<file path="config.mk">
export PLATFORM = sky130hd
export DESIGN_NAME = gvs_ram
export DESIGN_NICKNAME = d
export VERILOG_FILES = /design/src/design/gvs_ram.sv
export SDC_FILE = /design/constraint.sdc
export NUM_CORES = 1
export LEC_CHECK = 0
export ABC_AREA = 1
export BUFFER_PORTS_ARGS = -buffer_cell sky130_fd_sc_hd__clkbuf_2
export CAP_MARGIN = 10
export CORE_ASPECT_RATIO = 1.2
export CORE_MARGIN = 1
export CORE_UTILIZATION = 50
export CTS_BUF_LIST = sky130_fd_sc_hd__clkbuf_4
export DETAILED_ROUTE_END_ITERATION = 10
export PLACE_DENSITY = 0.67
export RECOVER_POWER = 50
export SLEW_MARGIN = 30
export SYNTH_ARGS = -nofsm -noshare
export SYNTH_HDL_FRONTEND = slang
export SYNTH_SLANG_ARGS = --single-unit
</file>
<file path="constraint.sdc">
create_clock -name clk -period 3.9 [get_ports clk]
set_clock_uncertainty 0.05 [all_clocks]
set_input_delay 1.17 -clock clk [delete_from_list [all_inputs] [get_ports clk]]
set_output_delay 1.17 -clock clk [all_outputs]
set_load 0.01 [all_outputs]
</file>
<file path="src/design/gvs_ram.sv">
`default_nettype none

module gvs_ram #(
    parameter int WIDTH = 8,
    parameter int DEPTH = 16
) (
    input  wire logic                     clk,
    input  wire logic                     we,
    input  wire logic [$clog2(DEPTH)-1:0] waddr,
    input  wire logic [WIDTH-1:0]         wdata,
    input  wire logic [$clog2(DEPTH)-1:0] raddr,
    output logic      [WIDTH-1:0]         rdata
);

    logic [WIDTH-1:0] mem [DEPTH];

    // one write port, one registered read port
    always_ff @(posedge clk)
    begin
        if (we)
        begin
            mem[waddr] <= wdata;
        end
        rdata <= mem[raddr];
    end

endmodule

`default_nettype wire

</file>
==> flow_metrics.env <==
export IMPL_reg2reg_depth=6
export IMPL_cts_hold_buffers_added=0
export IMPL_num_antenna_cells=0
export IMPL_critical_path_buf_inv_count=1
export IMPL_placement_setup_worst_slack_ps=1180
export IMPL_antenna_found_initial=0
export IMPL_vdd_ir_drop_max_uv=216
export IMPL_synth_cell_types=12
export IMPL_endpoints_failing_hold=0
export IMPL_count_of_pins_on_the_block_boundary=26
export IMPL_worst_case_register_to_register_setup_slack_ps=2760
export IMPL_drv_max_cap_violation_count=0
export IMPL_num_rows=42
export IMPL_run_status="complete, no violations"
export IMPL_required_time_worst_endpoint_ps=2680
export IMPL_postSynthCellCount=551
export IMPL_static_leakage_power_nw=2.68
export IMPL_portion_of_the_post_synthesis_area_used_by_sequential_elements_pct=69.4
export IMPL_global_route_usage_met3_pct=6.46
export IMPL_finalWeightedCongestion=0.786
export IMPL_finalWorstSetupSlack_ps=1670
export IMPL_cts_root_buf="clkbuf_4"
export IMPL_h_tree_depth=4
export IMPL_dieArea_mm2=0.0120
export IMPL_worstReg2RegEnd="rdata[6]"
export IMPL_grt_max_degree=65
export IMPL_first_global_vias=3485
export IMPL_global_route_usage_total_pct=22.3
export IMPL_rsz_0062_raised_after_global_routing="no"
export IMPL_worst_path_max_fanout=1
export IMPL_cts_reportedPaths_clkPinSlew_ps=110
export IMPL_drt_pass1_iterations=5
export IMPL_tritoncts_clock_tree="done"
export IMPL_grt_most_used_layer="met2"
export IMPL_drtAntennaViolNets=0
export IMPL_synth_seq_cells=136
export IMPL_cts_sink_count=136
export IMPL_critPathCaptureType="output pin"
export IMPL_worstHoldPathCells=6
export IMPL_finalCritPeriodShare_pct=57.3
export IMPL_worst_slew_pin_transition_ps=945
export IMPL_critical_path_class="reg -> out"
export IMPL_die_x_um=100
export IMPL_timing_critical_path_slowest_cell_delay_ps=350
export IMPL_avgRoutedWirePerCell_um=16.2
export IMPL_syn_avg_cell_area_um2=10.5
export IMPL_syn2layout_area_growth_pct=8.35
export IMPL_power_per_cell_area_mw_per_mm2=451
export IMPL_grt_first_pass_wirelength_um=19100
export IMPL_design_core_area_mm2=0.0111
export IMPL_hold_path_startpoint="mem[12][2]"
export IMPL_start_util_pct=51.8
export IMPL_detail_route_drc_violations=0
export IMPL_crit_path_start_kind="flip-flop"
export IMPL_routed_wl_um=12000
export IMPL_number_of_buffers_created_by_cts=17
export IMPL_fin_crit_ps=2230
export IMPL_via_density_per_instance=5.03
export IMPL_vias=3730
export IMPL_slew_headroom_pct=37.0
export IMPL_setup_tns_final_ps=0
export IMPL_number_of_i_o_port_buffers=25
export IMPL_report_final_slew_viol_count=0
export IMPL_num_fill_cells=985
export IMPL_die_h_um=120
export IMPL_min_delay_path_class="reg -> reg"
export IMPL_yosysWarnings=0
export IMPL_finalNetCount=592
export IMPL_worst_path_dominant_cell_family="flip-flops"
export IMPL_number_of_gates_resized_after_cts=0
export IMPL_synth_fp_nets=569
export IMPL_postCtsSetupRepairBufs=0
export IMPL_timing_fmax_ghz=0.448
export IMPL_place_hpwl_um=7390
export IMPL_clock_latency_ps=530
export IMPL_initial_drt_markers=338
export IMPL_met2_usage_pct=34.7
export IMPL_synthesis_area_mm2=0.00577
export IMPL_min_to="rdata[2]"
export IMPL_worstReg2RegStart="mem[0][6]"
export IMPL_grt_remaining_overflow=0
export IMPL_crit_path_cell_trace="clkbuf_2"
export IMPL_cts_buffer_depth=2
export IMPL_finalSetupViolCount=0
export IMPL_groute_layer_met1_usage_pct=30.1
export IMPL_timing_critical_path_slowest_stage_cell="dfxtp_1"
export IMPL_worst_ep_arrival_time_ps=1010
export IMPL_share_of_final_layout_standard_cells_stronger_than_drive_strength_1_pct=8.18
-- stage by stage --
step	util, %	hold slack (ps)	power (mW)	area [µm²]	instances
floorplan	-	557	1.79	5770	551
global placement	53.4	601	1.86	5950	709
detailed placement	53.4	611	1.87	5950	709
CTS	56.2	629	2.84	6260	741
global route	56.1	690	2.92	6250	741
finish	56.1	622	2.82	6250	741
-- per-layer routing --
metal / share of wire [%] / wire (µm)
met2: 48 / 5790
met4: 2.4 / 289
met5: 0 / 0
met3: 7.2 / 860
met1: 42 / 5060
-- sequential cells by signal (all words and copies together) (netlist names) --
signal  cells
mem       128
rdata       8
-- tightest hold or removal path: stages (launching register included) --
cell and delay [ps]:
edfxtp_1 330, nand2_1 50, nand2_1 50, nand2_1 40
nand3_1 60, nand3_1 60, nand2_1 60
-- synth_stat cells --
master | count | area [µm²]
nand2_1 | 173 | 649
edfxtp_1 | 128 | 3840
inv_1 | 100 | 375
nand3_1 | 97 | 485
nor2_1 | 17 | 63.8
buf_2 | 13 | 65.1
dfxtp_1 | 8 | 160
buf_6 | 6 | 67.6
buf_4 | 4 | 30.0
inv_2 | 2 | 7.51
nand3b_1 | 2 | 15.0
buf_1 | 1 | 3.75
-- power by group --
group | switching, mW | leakage (nW) | internal [mW]
clock | 0.467 | 0.164 | 0.518
sequential | 0.00883 | 1.22 | 1.63
combinational | 0.139 | 1.29 | 0.0518
total | 0.615 | 2.68 | 2.20
-- placed cells by master, fill, tap and decap left out, drive strengths merged --
master,synthesis,final
nand2,173,173
dfxtp,8,8
nand3b,2,2
clkbuf,0,45
clkinvlp,0,1
bufinv,0,4
inv,102,102
nor2,17,17
buf,24,3
edfxtp,128,128
clkinv,0,7
nand3,97,97
-- worst max-delay path by stage --
stage	start	to	slack [ps]	depth (start not counted)
CTS	rdata[6]	rdata[6]	1610	1
floorplan	waddr[2]	mem[10][0]	1730	2
global placement	raddr[1]	rdata[3]	1200	6
finish	rdata[6]	rdata[6]	1670	1
detailed placement	raddr[1]	rdata[7]	1180	6
global route	rdata[3]	rdata[3]	1580	1
-- cell families (layout without fill, tap and decap cells) --
group         after synthesis  in the layout  synth area share [%]
flops                     136            136                  69.4
simple gates              289            289                  21.0
buf+inv                   126            162                  9.52
-- layout make-up --
cell class	instances	area [µm²]	share of cell area (%)
sequential	136	4000	64.1
multi-input combinational	289	1210	19.4
inverter	102	383	6.13
tap	154	193	3.08
clock inverter	12	156	2.50
clock buffer	20	150	2.40
timing repair buffer	28	149	2.38
Power figures use the tool's default switching activity.
