<file path="config.mk">
export PLATFORM = sky130hd
export DESIGN_NAME = gvs_scan
export DESIGN_NICKNAME = d
export VERILOG_FILES = /design/src/design/gvs_pkg.sv /design/src/design/gvs_scan.sv
export SDC_FILE = /design/constraint.sdc
export NUM_CORES = 1
export LEC_CHECK = 0
export ABC_AREA = 1
export CAP_MARGIN = 0
export CORE_AREA = 2 2 44 46
export CTS_BUF_LIST = sky130_fd_sc_hd__clkbuf_16
export DETAILED_ROUTE_END_ITERATION = 10
export DIE_AREA = 0 0 46 48
export DONT_BUFFER_PORTS = 1
export HOLD_SLACK_MARGIN = 0.06
export PLACE_DENSITY = 0.67
export SLEW_MARGIN = 20
export SYNTH_ARGS = -nofsm -noshare
export SYNTH_HDL_FRONTEND = slang
export SYNTH_SLANG_ARGS = --single-unit
</file>
<file path="constraint.sdc">
create_clock -name clk -period 5.02 [get_ports clk]
set_input_delay 0 -clock clk [delete_from_list [all_inputs] [get_ports clk]]
set_output_delay 0 -clock clk [all_outputs]
set_load 0.005 [all_outputs]
</file>
<file path="src/design/gvs_pkg.sv">
`default_nettype none

package gvs_pkg;

    // fixed field widths
    localparam int CNT_W   = 7;
    localparam int BLOCK_W = 10;
    localparam int ERASE_W = 16;

    // default sizing
    localparam int NUM_BLOCKS_DEF = 1024;
    localparam int MAX_PAGES      = 64;

    // reset value of the pages-per-block register, clipped to the field
    localparam logic [CNT_W-1:0] PPB_RESET =
        (MAX_PAGES > 127) ? CNT_W'(127) : CNT_W'(MAX_PAGES);

    localparam logic [ERASE_W-1:0] ERASE_MAX = '1;

    // action codes
    localparam logic ACT_WRITE   = 1'b0;
    localparam logic ACT_COLLECT = 1'b1;

    // controller states
    typedef enum logic [6:0] {
        ST_CLEAR  = 7'b0000001,
        ST_IDLE   = 7'b0000010,
        ST_SCAN   = 7'b0000100,
        ST_DRAIN  = 7'b0001000,
        ST_LOOKUP = 7'b0010000,
        ST_UPDATE = 7'b0100000,
        ST_FINISH = 7'b1000000
    } state_t;

endpackage

`default_nettype wire

</file>
<file path="src/design/gvs_scan.sv">
`default_nettype none

module gvs_scan
    import gvs_pkg::*;
#(
    parameter int NUM_BLOCKS = NUM_BLOCKS_DEF
) (
    input  wire logic                          clk,
    input  wire logic                          rst_n,
    input  wire logic                          start,
    input  wire logic                          sample,
    input  wire logic [$clog2(NUM_BLOCKS)-1:0] idx,
    input  wire logic [CNT_W-1:0]              valid_cnt,
    input  wire logic [CNT_W-1:0]              free_cnt,
    input  wire logic [CNT_W-1:0]              ppb,
    output logic                               have,
    output logic [$clog2(NUM_BLOCKS)-1:0]      best,
    output logic [CNT_W-1:0]                   best_valid
);

    localparam int IDX_W = $clog2(NUM_BLOCKS);

    logic             have_reg;
    logic [IDX_W-1:0] best_reg;
    logic [CNT_W-1:0] best_valid_reg;
    logic             take;

    // entry qualifies unless wholly free; strict compare keeps lowest index on ties
    assign take = sample && (free_cnt != ppb) && (!have_reg || (valid_cnt < best_valid_reg));

    // running minimum
    always_ff @(posedge clk or negedge rst_n)
    begin
        if (!rst_n)
        begin
            have_reg <= 1'b0;
        end
        else if (start)
        begin
            have_reg <= 1'b0;
        end
        else if (take)
        begin
            have_reg <= 1'b1;
        end
    end

    always_ff @(posedge clk)
    begin
        if (take && !start)
        begin
            best_reg       <= idx;
            best_valid_reg <= valid_cnt;
        end
    end

    assign have       = have_reg;
    assign best       = best_reg;
    assign best_valid = best_valid_reg;

endmodule

`default_nettype wire

</file>
==> parameters.txt, run 1 <==
Parameter                              Value

CTS
  Number of H-tree levels ... 1
  Clock-pin slew reported for the worst setup and hold paths after clock tree synthesis ... about 0.050 ns
  Buffer type at the clock tree root ... sky130_fd_sc_hd__clkbuf_16
  Count of clock tree sinks ... 18
  TritonCTS clock tree ... done
  Clock buffers created by TritonCTS ... 3
  Clk buf depth ... 2
  Number of buffers inserted by post-CTS setup repair ... 0
  Clock insertion delay at the later pin of the skew report ... 0.24 ns

Worst setup path
  Type of the worst setup path ... register to register
  Biggest fanout along the worst timing path ... 10
  Critical path buffers and inverters ... 3
  Critical path required time ... ~5 ns
  Largest stage delay, worst path ... 0.51 ns
  Dominant delay contributor by cell family on the critical path ... simple AND/OR/NAND/NOR gates
  Startpoint type of the worst setup path ... register
  Endpoint arrival time on the critical path ... 2.16 ns
  CP endpoint kind ... register
  Cell Chain, Critical Path ... inv_1 > ha_1 > nand2_1 > inv_1 > a21oi_1 > a21boi_0 > nor2_1 > buf_4
  Most common cell type on the critical path ... sky130_fd_sc_hd__inv_1
  Cell type of the slowest stage on the worst timing path ... sky130_fd_sc_hd__nor2_1

STA
  Endpoints failing setup ... 0
  Period utilisation layout ... between 40 and 50%
  Largest clock skew in the final design ... around 0.0023 ns
  Peak Freq ... roughly 450 MHz
  RSZ-0062 raised after global routing ... no
  Post-layout min period ... 2.22 ns
  Final TNS setup ... 0 ns
  Hold violation total from the final report ... 0
  Relative slew slack ... 57.6%
  Transition time of the tightest slew-check pin ... 0.634 ns
  Max-slew violations ... 0

Drt
  DRC ... 0
  Vias ... 667
  Avg Vias per Cell ... slightly below 5
  Routed WL per cell ... 12.3 um
  DRT Pass-1 Iters ... 4
  Antenna violation net count after detailed routing ... 0
  Total wire length after detailed routing ... 1690 um
  DRC violation total after the first TritonRoute iteration ... 15

Min path
  Worst min-delay path category ... primary input to register

Yosys
  Sequential-to-total area share from yosys stat ... about three fifths
  Mean post-synth cell area ... around 9.4 um2
  Post-synthesis net count ... 136
  Main area contributors after synthesis ... sky130_fd_sc_hd__edfxtp_1 (57%), sky130_fd_sc_hd__nand2_1 (15%), sky130_fd_sc_hd__inv_1 (11%)
  Number of distinct library cells after synthesis ... 10
  Cell type with the highest aggregate area in the netlist ... sky130_fd_sc_hd__edfxtp_1
  Mapped Cells ... 95
  Flip-flop and latch count after synthesis ... 18
  Yosys warning total ... 0
  Share of the synthesized area in the top cell type ... 57.2%
  Combined area of all synthesized cells ... between 800 and 900 um2

Cells and area
  Number of standard cells in the layout, taps in and fillers out ... 138
  Max FFs per register ... 10
  Number of nets in the layout ... 163
  Layout cells sized above 1 ... under 10%
  Filler Cells Inserted ... 110
  Antenna fix cells ... 0
  Area growth, synth to finish ... 35.6%

Outcome
  Result of the run ... complete, no violations

Placed design
  Last weighted congestion value of the routability-driven placer ... between 0.6 and 0.7
  HPWL after detailed placement ... 1110 um
  Placed cells ... approximately 110
  Number of input and output port buffers inserted ... 0

Floorplan
  Die Area ... 2210 um2
  Width of the chip ... 46 um
  Initial Utilization ... 52.8%
  Cell Rows ... 15
  Chip height ... 48 um
  Io pins ... 53
  Core Box Area ... about 1700 um2

Global routing
  Overall routing resource usage ... around 15%
  Global-route congestion overflow total ... 0
  Wire length of the first global-routing pass ... 2330 um
  Number of antenna violations at the first check in global routing ... 0
  Pin count of the biggest net entering global routing ... 11
  Vias in the first global route ... 603

Pwr
  PwrDens ... 306 nW/um2
  Overall power of the completed layout ... 370 uW
  Switching power ... 69.8 uW
  Highest ir drop seen on vdd ... 0.284 mV
  Switching power as a share of total power ... 18.8%
  Share of total power in combinational logic ... approximately a tenth
  Leak Pwr ... between 0.6 and 0.7 nW
  Cell internal pwr ... 301 uW
  Clock group share of total power ... 41.4%
  Flop pwr share ... 48.1%

Job
  Max-cap violations ... 0
[through the flow]
stage                     util, %  setup WS [ns]  hold WS, ns  cell area, um2
final                        71.6           2.80        0.254            1210
after floorplan                 -           2.88       -0.296             892
after global routing         71.6           2.59        0.293            1210
after CTS                    71.6           2.80        0.254            1210
after detailed placement     54.5           2.82       -0.296             921
after global placement       54.5           2.89       -0.296             921
[final cells by class]
| class | count | area (um2) | share of cell area, % |
|---|---|---|---|
| Sequential cell | 18 | 536 | 44.3 |
| Timing Repair Buffer | 22 | 218 | 18.0 |
| Inverter | 26 | 97.6 | 8.07 |
| Clock inverter | 1 | 3.75 | 0.310 |
| Multi-Input combinational cell | 51 | 259 | 21.4 |
| Clock buffer | 3 | 75.1 | 6.20 |
| Tap cell | 17 | 21.3 | 1.76 |
[worst reg2reg max path, delay by kind of cell, from the launching register on]
family / cells / cell delay, ns
AO/OA/AOI/OAI: 2 / 0.22
AND/OR/NAND/NOR: 2 / 0.61
flip-flops: 1 / 0.41
adder cells (fa/ha/maj): 1 / 0.24
buffers and inverters: 3 / 0.44
[worst paths after layout]
path | startpoint | to | slack, ns | cells after the start
worst max-delay path | best_valid[6]$_DFFE_PP_ | best_valid[3]$_DFFE_PP_ | 2.80 | 8
worst min-delay path | sample | best[8]$_DFFE_PP_ | 0.25 | 3
worst max register to register | best_valid[6]$_DFFE_PP_ | best_valid[3]$_DFFE_PP_ | 2.80 | 8
worst min register to register | have$_DFFE_PN0P_ | best[8]$_DFFE_PP_ | 0.96 | 2
max in group asynchronous | rst_n | have$_DFFE_PN0P_ | 4.41 | 2
min in group asynchronous | rst_n | have$_DFFE_PN0P_ | 0.51 | 2
[power groups by stage]
stage | sequential, mW | combinational, mW | clock, mW
floorplan | 0.180 | 0.0198 | 0
detailed placement | 0.181 | 0.0243 | 0
finish | 0.178 | 0.0387 | 0.153
global placement | 0.181 | 0.0233 | 0
CTS | 0.178 | 0.0383 | 0.156
global route | 0.179 | 0.0447 | 0.162
[per-layer routing]
layer / global-route usage, % / wire length [um] / vias to the layer above
met1: 15.3 / 636 / 290
met2: 30.3 / 906 / 37
met3: 3.40 / 130 / 2
met5: 0 / 0 / -
met4: 6.86 / 19 / 0
li1: - / - / 338
[cell families after synthesis]
| group | synth area share [%] |
|---|---|
| simple gates | 17.4 |
| flops | 60.0 |
| buf+inv | 10.9 |
| compound gates | 3.23 |
| fa+ha+maj | 8.41 |
[synthesized netlist by cell type, drive strengths merged]
cell	n
a21boi	1
a21oi	2
dfrtp	1
edfxtp	17
ha	6
inv	26
nand2	36
nand3	1
nor2	4
o21bai	1
[layout by cell type, fill, tap and decap left out]
cell / instances
sky130_fd_sc_hd__clkbuf_16: 3
sky130_fd_sc_hd__a21oi_1: 2
sky130_fd_sc_hd__inv_1: 26
sky130_fd_sc_hd__nand3_1: 1
sky130_fd_sc_hd__buf_4: 1
sky130_fd_sc_hd__clkinv_1: 1
sky130_fd_sc_hd__dlygate4sd3_1: 21
sky130_fd_sc_hd__dfrtp_1: 1
sky130_fd_sc_hd__ha_1: 6
sky130_fd_sc_hd__edfxtp_1: 17
sky130_fd_sc_hd__nor2_1: 4
sky130_fd_sc_hd__nand2_1: 36
sky130_fd_sc_hd__a21boi_0: 1
sky130_fd_sc_hd__o21bai_2: 1
[timing repair]
action                    4_1_cts  5_1_grt
gates resized for setup         0        0
hold endpoints to repair       19        0
hold buffers                   21        0
(Power assumes the default switching activity.)
==> run 2, diff against run 1 <==
--- a/config.mk
+++ b/config.mk
@@ -5,15 +5,15 @@
 export SDC_FILE = /design/constraint.sdc
 export NUM_CORES = 1
 export LEC_CHECK = 0
-export ABC_AREA = 1
+export ABC_AREA = 0
 export CAP_MARGIN = 0
-export CORE_AREA = 2 2 44 46
+export CORE_AREA = 2 2 41 43
 export CTS_BUF_LIST = sky130_fd_sc_hd__clkbuf_16
 export DETAILED_ROUTE_END_ITERATION = 10
-export DIE_AREA = 0 0 46 48
+export DIE_AREA = 0 0 43 45
 export DONT_BUFFER_PORTS = 1
 export HOLD_SLACK_MARGIN = 0.06
-export PLACE_DENSITY = 0.67
+export PLACE_DENSITY = 0.69
 export SLEW_MARGIN = 20
 export SYNTH_ARGS = -nofsm -noshare
 export SYNTH_HDL_FRONTEND = slang
==> constraint.sdc (replaced) <==
create_clock -name clk -period 2.3 [get_ports clk]
set_input_delay 0 -clock clk [delete_from_list [all_inputs] [get_ports clk]]
set_output_delay 0 -clock clk [all_outputs]
set_load 0.005 [all_outputs]
==> run 2 against run 1 <==
  * Die area shrank 12%
  * First-iteration DRC count shrank 53%
  * Count of clock-buffer cells in the layout is the same
  * Maximum frequency grew 15%
  * Clock power grew 120%
  * Design area shrank 7.7%
  * Register-to-register slack lost 2.4 ns
  * Sequential power grew 120%
  * Total power grew 120%
  * Cell count shrank 31%
  * Critical path depth shrank 1
  * Core utilization grew 4.3 points
==> parameters.txt, run 2 <==
Parameter                              Value

Outcome
  Result of the run ... complete, no violations

Yosys
  Sequential-to-total area share from yosys stat ... 67.8% (+7.8 points)
  Share of the synthesized area in the top cell type ... 64.7% (+7.4 points)
  Mean post-synth cell area ... 15.2 um2 (+62%)
  Flip-flop and latch count after synthesis ... 18 (unchanged)
  Cell type with the highest aggregate area in the netlist ... sky130_fd_sc_hd__edfxtp_1
  Top flip-flop cell by instance count after synthesis ... sky130_fd_sc_hd__edfxtp_1
  Most frequent cell after synthesis ... sky130_fd_sc_hd__edfxtp_1
  Number of enable flip-flop cells after synthesis ... 17 (unchanged)
  Commonest cells post-synth ... sky130_fd_sc_hd__edfxtp_1 (17), sky130_fd_sc_hd__inv_1 (7), sky130_fd_sc_hd__ha_1 (6), sky130_fd_sc_hd__xnor2_1 (4)
  Combined area of all synthesized cells ... 790 um2 (-12%)
  Number of distinct library cells after synthesis ... 17 (+7)
  Share of synthesized flip-flops with an asynchronous set or reset ... 5.56% (unchanged)
  Post-synthesis net count ... 93 (-32%)
  Yosys warning total ... 0 (unchanged)
  Main area contributors after synthesis ... sky130_fd_sc_hd__edfxtp_1 (65%), sky130_fd_sc_hd__ha_1 (9.5%), sky130_fd_sc_hd__xnor2_1 (4.4%)
  Mapped Cells ... 52 (-45%)

STA
  Post-layout min period ... 1.93 ns (-0.286 ns)
  Period utilisation layout ... 83.9% (+40 points)
  Peak Freq ... 518 MHz (+15%)
  Hold violation total from the final report ... 0 (unchanged)
  Setup slack of the critical path after layout ... 0.369 ns (-2.43 ns)
  Final TNS setup ... 0 ns (unchanged)
  RSZ-0062 raised after global routing ... no
  Largest clock skew in the final design ... 0.00374 ns (+0.00145 ns)
  Transition time of the tightest slew-check pin ... 0.330 ns (-0.304 ns)
  Endpoints failing setup ... 0 (unchanged)
  Max-slew violations ... 0 (unchanged)
  Relative slew slack ... 77.7% (+20 points)
  Hold slack ... 0.280 ns (+0.0257 ns)

Pwr
  Switching power ... 156 uW (+120%)
  Leak Pwr ... 0.441 nW (-27%)
  Highest ir drop seen on vdd ... 0.457 mV (+61%)
  Clock group share of total power ... 41.9% (+0.5 points)
  PwrDens ... 729 nW/um2 (+140%)
  Share of total power in combinational logic ... 10.1% (-0.4 points)
  Switching power as a share of total power ... 19.1% (+0.27 points)
  Cell internal pwr ... 659 uW (+120%)
  Flop pwr share ... 48.0% (about the same)
  Overall power of the completed layout ... 815 uW (+120%)

Worst setup path
  FF-to-FF Start ... best_valid[2]$_DFFE_PP_
  Biggest fanout along the worst timing path ... 13 (+3)
  Critical path required time ... 2.24 ns (-2.72 ns)
  Startpoint type of the worst setup path ... register
  CP endpoint kind ... register
  Worst setup path start ... best_valid[2]$_DFFE_PP_
  Type of the worst setup path ... register to register
  Endpoint arrival time on the critical path ... 1.88 ns (-0.28 ns)

Placed design
  Last weighted congestion value of the routability-driven placer ... 0.759 (+15%)
  HPWL after detailed placement ... 1350 um (+21%)
  Number of input and output port buffers inserted ... 0 (unchanged)
  Post-detailed-placement cell area ... 828 um2 (-10%)
  DP Worst Slack ... 0.379 ns (-2.44 ns)

CTS
  TritonCTS clock tree ... done
  Clock-pin slew reported for the worst setup and hold paths after clock tree synthesis ... 0.05 ns (about the same)
  Clock insertion delay at the later pin of the skew report ... 0.25 ns (about the same)
  Clock buffers created by TritonCTS ... 3 (unchanged)
  Number of H-tree levels ... 1 (unchanged)
  Clk buf depth ... 2 (unchanged)
  Number of buffers inserted by post-CTS setup repair ... 0 (unchanged)
  Buffer type at the clock tree root ... sky130_fd_sc_hd__clkbuf_16
  Count of clock tree sinks ... 18 (unchanged)

Global routing
  Vias in the first global route ... 595 (-1.3%)
  Overall routing resource usage ... 20.7% (+5.3 points)
  Pin count of the biggest net entering global routing ... 14 (+3)
  Global-route congestion overflow total ... 0 (unchanged)
  Number of antenna violations at the first check in global routing ... 0 (unchanged)
  Wire length of the first global-routing pass ... 2730 um (+18%)

Drt
  Vias ... 534 (-20%)
  Avg Vias per Cell ... 5.62 (+16%)
  DRC violation total after the first TritonRoute iteration ... 7 (-8)
  DRC ... 0 (unchanged)
  DRT Pass-1 Iters ... 3 (-1)
  Total wire length after detailed routing ... 1820 um (+7.6%)
  Antenna violation net count after detailed routing ... 0 (unchanged)
  Routed WL per cell ... 19.2 um (+56%)

Cells and area
  Most common cell after layout, fill and taps aside ... sky130_fd_sc_hd__dlygate4sd3_1
  Antenna fix cells ... 0 (unchanged)
  Commonest non-fill, non-tap cells in the layout ... sky130_fd_sc_hd__dlygate4sd3_1 (21), sky130_fd_sc_hd__edfxtp_1 (17), sky130_fd_sc_hd__inv_1 (7)
  Max FFs per register ... 10 (unchanged)
  Post-route design area ... 1120 um2 (-7.7%)
  Area growth, synth to finish ... 41.5%
  Layout cells sized above 1 ... 8.86% (+4.7 points)
  Number of nets in the layout ... 121 (-26%)

Job
  Max-cap violations ... 0 (unchanged)

Floorplan
  Chip height ... 45 um (-6.3%)
  Core Box Area ... 1470 um2 (-13%)
  Io pins ... 53 (unchanged)
  Initial Utilization ... 53.7% (+0.84 points)
  Width of the chip ... 43 um (-6.5%)
  Cell Rows ... 14 (-1)
  Die Area ... 1940 um2 (-12%)

Min path
  Start point of the worst min-delay path ... sample
  Worst min-delay path category ... primary input to register
==> run 2: area by class of cell <==
| class | count | area, um2 |
|---|---|---|
| Clock buffer | 3 | 75.1 |
| Clock inverter | 1 | 3.75 |
| Fill cell | 91 | 354 |
| Inverter | 7 | 26.3 |
| Multi-Input combinational cell | 27 | 231 |
| Sequential cell | 18 | 536 |
| Tap cell | 16 | 20.0 |
| Timing Repair Buffer | 23 | 225 |
==> run 2: power by group through the flow <==
stage / clock network, mW / registers, mW / logic [mW]
2_1_floorplan: 0 / 0.394 / 0.0381
3_3_place_gp: 0 / 0.396 / 0.0456
5_1_grt: 0.359 / 0.391 / 0.0914
4_1_cts: 0.348 / 0.391 / 0.0816
3_5_place_dp: 0 / 0.398 / 0.0511
6_report: 0.342 / 0.391 / 0.0824
==> run 2: cells by family after synthesis <==
logic type	Yosys count	synth area share [%]
buffers and inverters	7	3.33
adder cells (fa/ha/maj)	6	9.51
flip-flops	18	67.8
AND/OR/NAND/NOR	5	3.65
AO/OA/AOI/OAI	9	7.92
XOR/XNOR	7	7.77
==> run 2: critical path, stage by stage (launching register included) <==
cell                       delay (ns)
sky130_fd_sc_hd__edfxtp_1        0.40
sky130_fd_sc_hd__inv_1           0.09
sky130_fd_sc_hd__ha_1            0.24
sky130_fd_sc_hd__a21o_1          0.19
sky130_fd_sc_hd__a31oi_1         0.16
sky130_fd_sc_hd__o21ai_0         0.15
sky130_fd_sc_hd__a21oi_2         0.18
sky130_fd_sc_hd__buf_4           0.22
==> run 2: what timing repair did <==
item | in CTS | in global routing
resized for setup | 0 | 0
hold buffers | 21 | 0
hold endpoints to repair | 19 | 0
==> run 2: metrics by stage <==
stage	cells	utilization, %
final	95	75.9
after global routing	95	75.9
after CTS	95	75.9
after detailed placement	70	56.3
after global placement	70	56.3
after floorplan	52	-
==> run 2: per-layer routing <==
layer / routed length [um] / vias up / global-route usage [%] / share of wire [%]
li1: - / 242 / - / -
met1: 619 / 247 / 19.6 / 34
met2: 1010 / 41 / 40.6 / 56
met3: 155 / 4 / 5.60 / 8.5
met4: 33 / 0 / 10.9 / 1.8
met5: 0 / - / 0 / 0
==> run 2: path summary, 6_finish.rpt <==
kind | end | slack [ns] | depth (start not counted)
setup / recovery | best[5]$_DFFE_PP_ | 0.37 | 7
hold / removal | best_valid[3]$_DFFE_PP_ | 0.28 | 4
setup reg to reg | best[5]$_DFFE_PP_ | 0.37 | 7
hold reg to reg | best_valid[3]$_DFFE_PP_ | 0.80 | 2
max in group asynchronous | have$_DFFE_PN0P_ | 1.70 | 2
min in group asynchronous | have$_DFFE_PN0P_ | 0.50 | 2
==> run 3, diff against run 2 <==
--- a/config.mk
+++ b/config.mk
@@ -5,15 +5,15 @@
 export SDC_FILE = /design/constraint.sdc
 export NUM_CORES = 1
 export LEC_CHECK = 0
-export ABC_AREA = 0
+export ABC_AREA = 1
 export CAP_MARGIN = 0
-export CORE_AREA = 2 2 41 43
+export CORE_AREA = 2 2 44 46
 export CTS_BUF_LIST = sky130_fd_sc_hd__clkbuf_16
 export DETAILED_ROUTE_END_ITERATION = 10
-export DIE_AREA = 0 0 43 45
+export DIE_AREA = 0 0 46 48
 export DONT_BUFFER_PORTS = 1
 export HOLD_SLACK_MARGIN = 0.06
-export PLACE_DENSITY = 0.69
+export PLACE_DENSITY = 0.67
 export SLEW_MARGIN = 20
 export SYNTH_ARGS = -nofsm -noshare
 export SYNTH_HDL_FRONTEND = slang
==> constraint.sdc (replaced) <==
create_clock -name clk -period 2 [get_ports clk]
set_input_delay 0 -clock clk [delete_from_list [all_inputs] [get_ports clk]]
set_output_delay 0 -clock clk [all_outputs]
set_load 0.005 [all_outputs]
==> run 3 against run 2 <==
  * Clock power is 14% higher
  * Sequential cell count stayed put
  * Register-to-register slack worse by 0.13 ns
  * Via count is 26% higher
  * First-iteration DRC count stayed put
  * Critical path depth is 1 higher
  * Critical path type unchanged
  * Critical endpoint is now best_valid[4]$_DFFE_PP_
  * Highest routed layer unchanged
==> parameters.txt, run 3 (synthesized netlist as in run 1, its figures left out) <==
Parameter                              Value

Outcome
  Result of the run ... complete, no violations

Floorplan
  Chip height ... 48 um (+6.7%)
  Cell Rows ... 15 (+1)
  Core Box Area ... 1690 um2 (+15%)
  Die Area ... 2210 um2 (+14%)
  Initial Utilization ... 52.8% (-0.84 points)
  Io pins ... 53 (unchanged)
  Width of the chip ... 46 um (+7.0%)

Worst setup path
  Most common cell type on the critical path ... sky130_fd_sc_hd__inv_1
  Critical path required time ... 1.94 ns (-0.30 ns)
  Biggest fanout along the worst timing path ... 14 (+1)
  Type of the worst setup path ... register to register
  Cell type of the slowest stage on the worst timing path ... sky130_fd_sc_hd__edfxtp_1
  Largest stage delay, worst path ... 0.40 ns (about the same)
  Cell Chain, Critical Path ... inv_1 > ha_1 > nand2_1 > inv_1 > a21oi_1 > a21boi_0 > nor2_2 > buf_4
  CP endpoint kind ... register
  Startpoint type of the worst setup path ... register
  Endpoint arrival time on the critical path ... 1.70 ns (-0.18 ns)

Placed design
  HPWL after detailed placement ... 1150 um (-15%)
  Last weighted congestion value of the routability-driven placer ... 0.637 (-16%)
  Number of input and output port buffers inserted ... 0 (unchanged)
  DP Worst Slack ... 0.240 ns (-0.139 ns)

CTS
  Clock buffers created by TritonCTS ... 3 (unchanged)
  Clk buf depth ... 2 (unchanged)
  Clock insertion delay at the later pin of the skew report ... 0.25 ns (about the same)
  Clock-pin slew reported for the worst setup and hold paths after clock tree synthesis ... 0.05 ns (about the same)
  Number of buffers inserted by post-CTS setup repair ... 0 (unchanged)
  Number of hold buffers added after cts ... 21 (unchanged)
  TritonCTS clock tree ... done
  Buffer type at the clock tree root ... sky130_fd_sc_hd__clkbuf_16
  Count of clock tree sinks ... 18 (unchanged)
  PostCTS Resize Cnt ... 0 (unchanged)
  Number of H-tree levels ... 1 (unchanged)

Drt
  Antenna violation net count after detailed routing ... 0 (unchanged)
  Avg Vias per Cell ... 4.83 (-14%)
  DRC ... 0 (unchanged)
  Total wire length after detailed routing ... 1660 um (-9.2%)
  DRT Pass-1 Iters ... 4 (+1)
  Routed WL per cell ... 11.9 um (-38%)
  Vias ... 671 (+26%)
  DRC violation total after the first TritonRoute iteration ... 7 (unchanged)

Global routing
  Wire length of the first global-routing pass ... 2320 um (-15%)
  Overall routing resource usage ... 15.9% (-4.9 points)
  Pin count of the biggest net entering global routing ... 15 (+1)
  Busiest grt layer ... met2
  GRT met3 Usage ... 2.64% (-3.0 points)
  Global-route congestion overflow total ... 0 (unchanged)
  Grt met2 use ... 30.3% (-10 points)
  Number of antenna violations at the first check in global routing ... 0 (unchanged)
  Grt met1 use ... 14.9% (-4.6 points)
  Vias in the first global route ... 646 (+8.6%)

STA
  Setup slack of the critical path after layout ... 0.243 ns (-0.126 ns)
  Post-layout min period ... 1.76 ns (-0.174 ns)
  Endpoints failing setup ... 0 (unchanged)
  Period utilisation layout ... 87.8% (+3.9 points)
  Relative slew slack ... 86.1% (+8.3 points)
  Hold violation total from the final report ... 0 (unchanged)
  RSZ-0062 raised after global routing ... no
  Largest clock skew in the final design ... 0.00193 ns (-0.00181 ns)
  Final TNS setup ... 0 ns (unchanged)
  Transition time of the tightest slew-check pin ... 0.207 ns (-0.123 ns)
  Peak Freq ... 569 MHz (+9.9%)
  Hold slack ... 0.251 ns (-0.0283 ns)
  Max-slew violations ... 0 (unchanged)

Cells and area
  Most common cell after layout, fill and taps aside ... sky130_fd_sc_hd__nand2_1
  Number of nets in the layout ... 164 (+36%)
  Max FFs per register ... 10 (unchanged)
  Filler Cells Inserted ... 118 (+30%)
  Layout cells sized above 1 ... 5.74% (-3.1 points)
  Commonest non-fill, non-tap cells in the layout ... sky130_fd_sc_hd__nand2_1 (36), sky130_fd_sc_hd__inv_1 (26), sky130_fd_sc_hd__dlygate4sd3_1 (21)
  Antenna fix cells ... 0 (unchanged)
  Area growth, synth to finish ... 36.7%

Pwr
  Overall power of the completed layout ... 936 uW (+15%)
  Highest ir drop seen on vdd ... 0.434 mV (-5.1%)
  Switching power as a share of total power ... 19.2% (+0.084 points)
  Flop pwr share ... 47.7% (-0.3 points)
  Cell internal pwr ... 757 uW (+15%)
  Clock group share of total power ... 41.7% (-0.2 points)
  Share of total power in combinational logic ... 10.6% (+0.5 points)
  Leak Pwr ... 0.609 nW (+38%)
  PwrDens ... 768 nW/um2 (+5.3%)
  Switching power ... 180 uW (+15%)

Job
  Max-cap violations ... 0 (unchanged)

Min path
  Worst min-delay path category ... primary input to register
## run 3: cell type report
type,instances,area (um2),share of cell area [%]
inverters,26,97.6,8.00
multi-input cells,51,262,21.4
well taps,17,21.3,1.74
clock buffers,3,75.1,6.15
repair buffers,23,225,18.5
flip-flops and latches,18,536,43.9
clock inverters,1,3.75,0.308
## run 3: power groups by stage
stage / Sequential [mW] / Combinational [mW] / Clock [mW]
after floorplan: 0.452 / 0.0506 / 0
after global placement: 0.454 / 0.0610 / 0
after detailed placement: 0.455 / 0.0646 / 0
after CTS: 0.447 / 0.0998 / 0.397
after global routing: 0.449 / 0.114 / 0.415
final: 0.447 / 0.0990 / 0.390
## run 3: final timing paths
kind | startpoint | end | slack, ns | depth (start not counted)
min reg2reg | have$_DFFE_PN0P_ | best_valid[6]$_DFFE_PP_ | 0.94 | 3
max reg2reg | best_valid[6]$_DFFE_PP_ | best_valid[4]$_DFFE_PP_ | 0.24 | 8
min in group asynchronous | rst_n | have$_DFFE_PN0P_ | 0.50 | 2
max in group asynchronous | rst_n | have$_DFFE_PN0P_ | 1.39 | 2
max | best_valid[6]$_DFFE_PP_ | best_valid[4]$_DFFE_PP_ | 0.24 | 8
min | sample | best_valid[6]$_DFFE_PP_ | 0.25 | 4
## run 3: per-layer routing
| metal | vias up | part of all wire (%) |
|---|---|---|
| li1 | 340 | - |
| met1 | 285 | 35 |
| met2 | 41 | 53 |
| met3 | 5 | 8.3 |
| met4 | 0 | 3.2 |
| met5 | - | 0 |
## run 3: worst max-delay path, delay by kind of cell, from the launching register on
kind            cells  cell delay [ns]
fa+ha+maj           1             0.23
buf+inv             3             0.36
flops               1             0.40
compound gates      2             0.24
simple gates        2             0.23
## run 3: per-stage QoR
stage	utilization [%]	instance area (um2)	cells
global placement	55.1	931	114
global route	72.2	1220	139
CTS	72.2	1220	139
floorplan	-	895	95
finish	72.2	1220	139
detailed placement	55.1	931	114
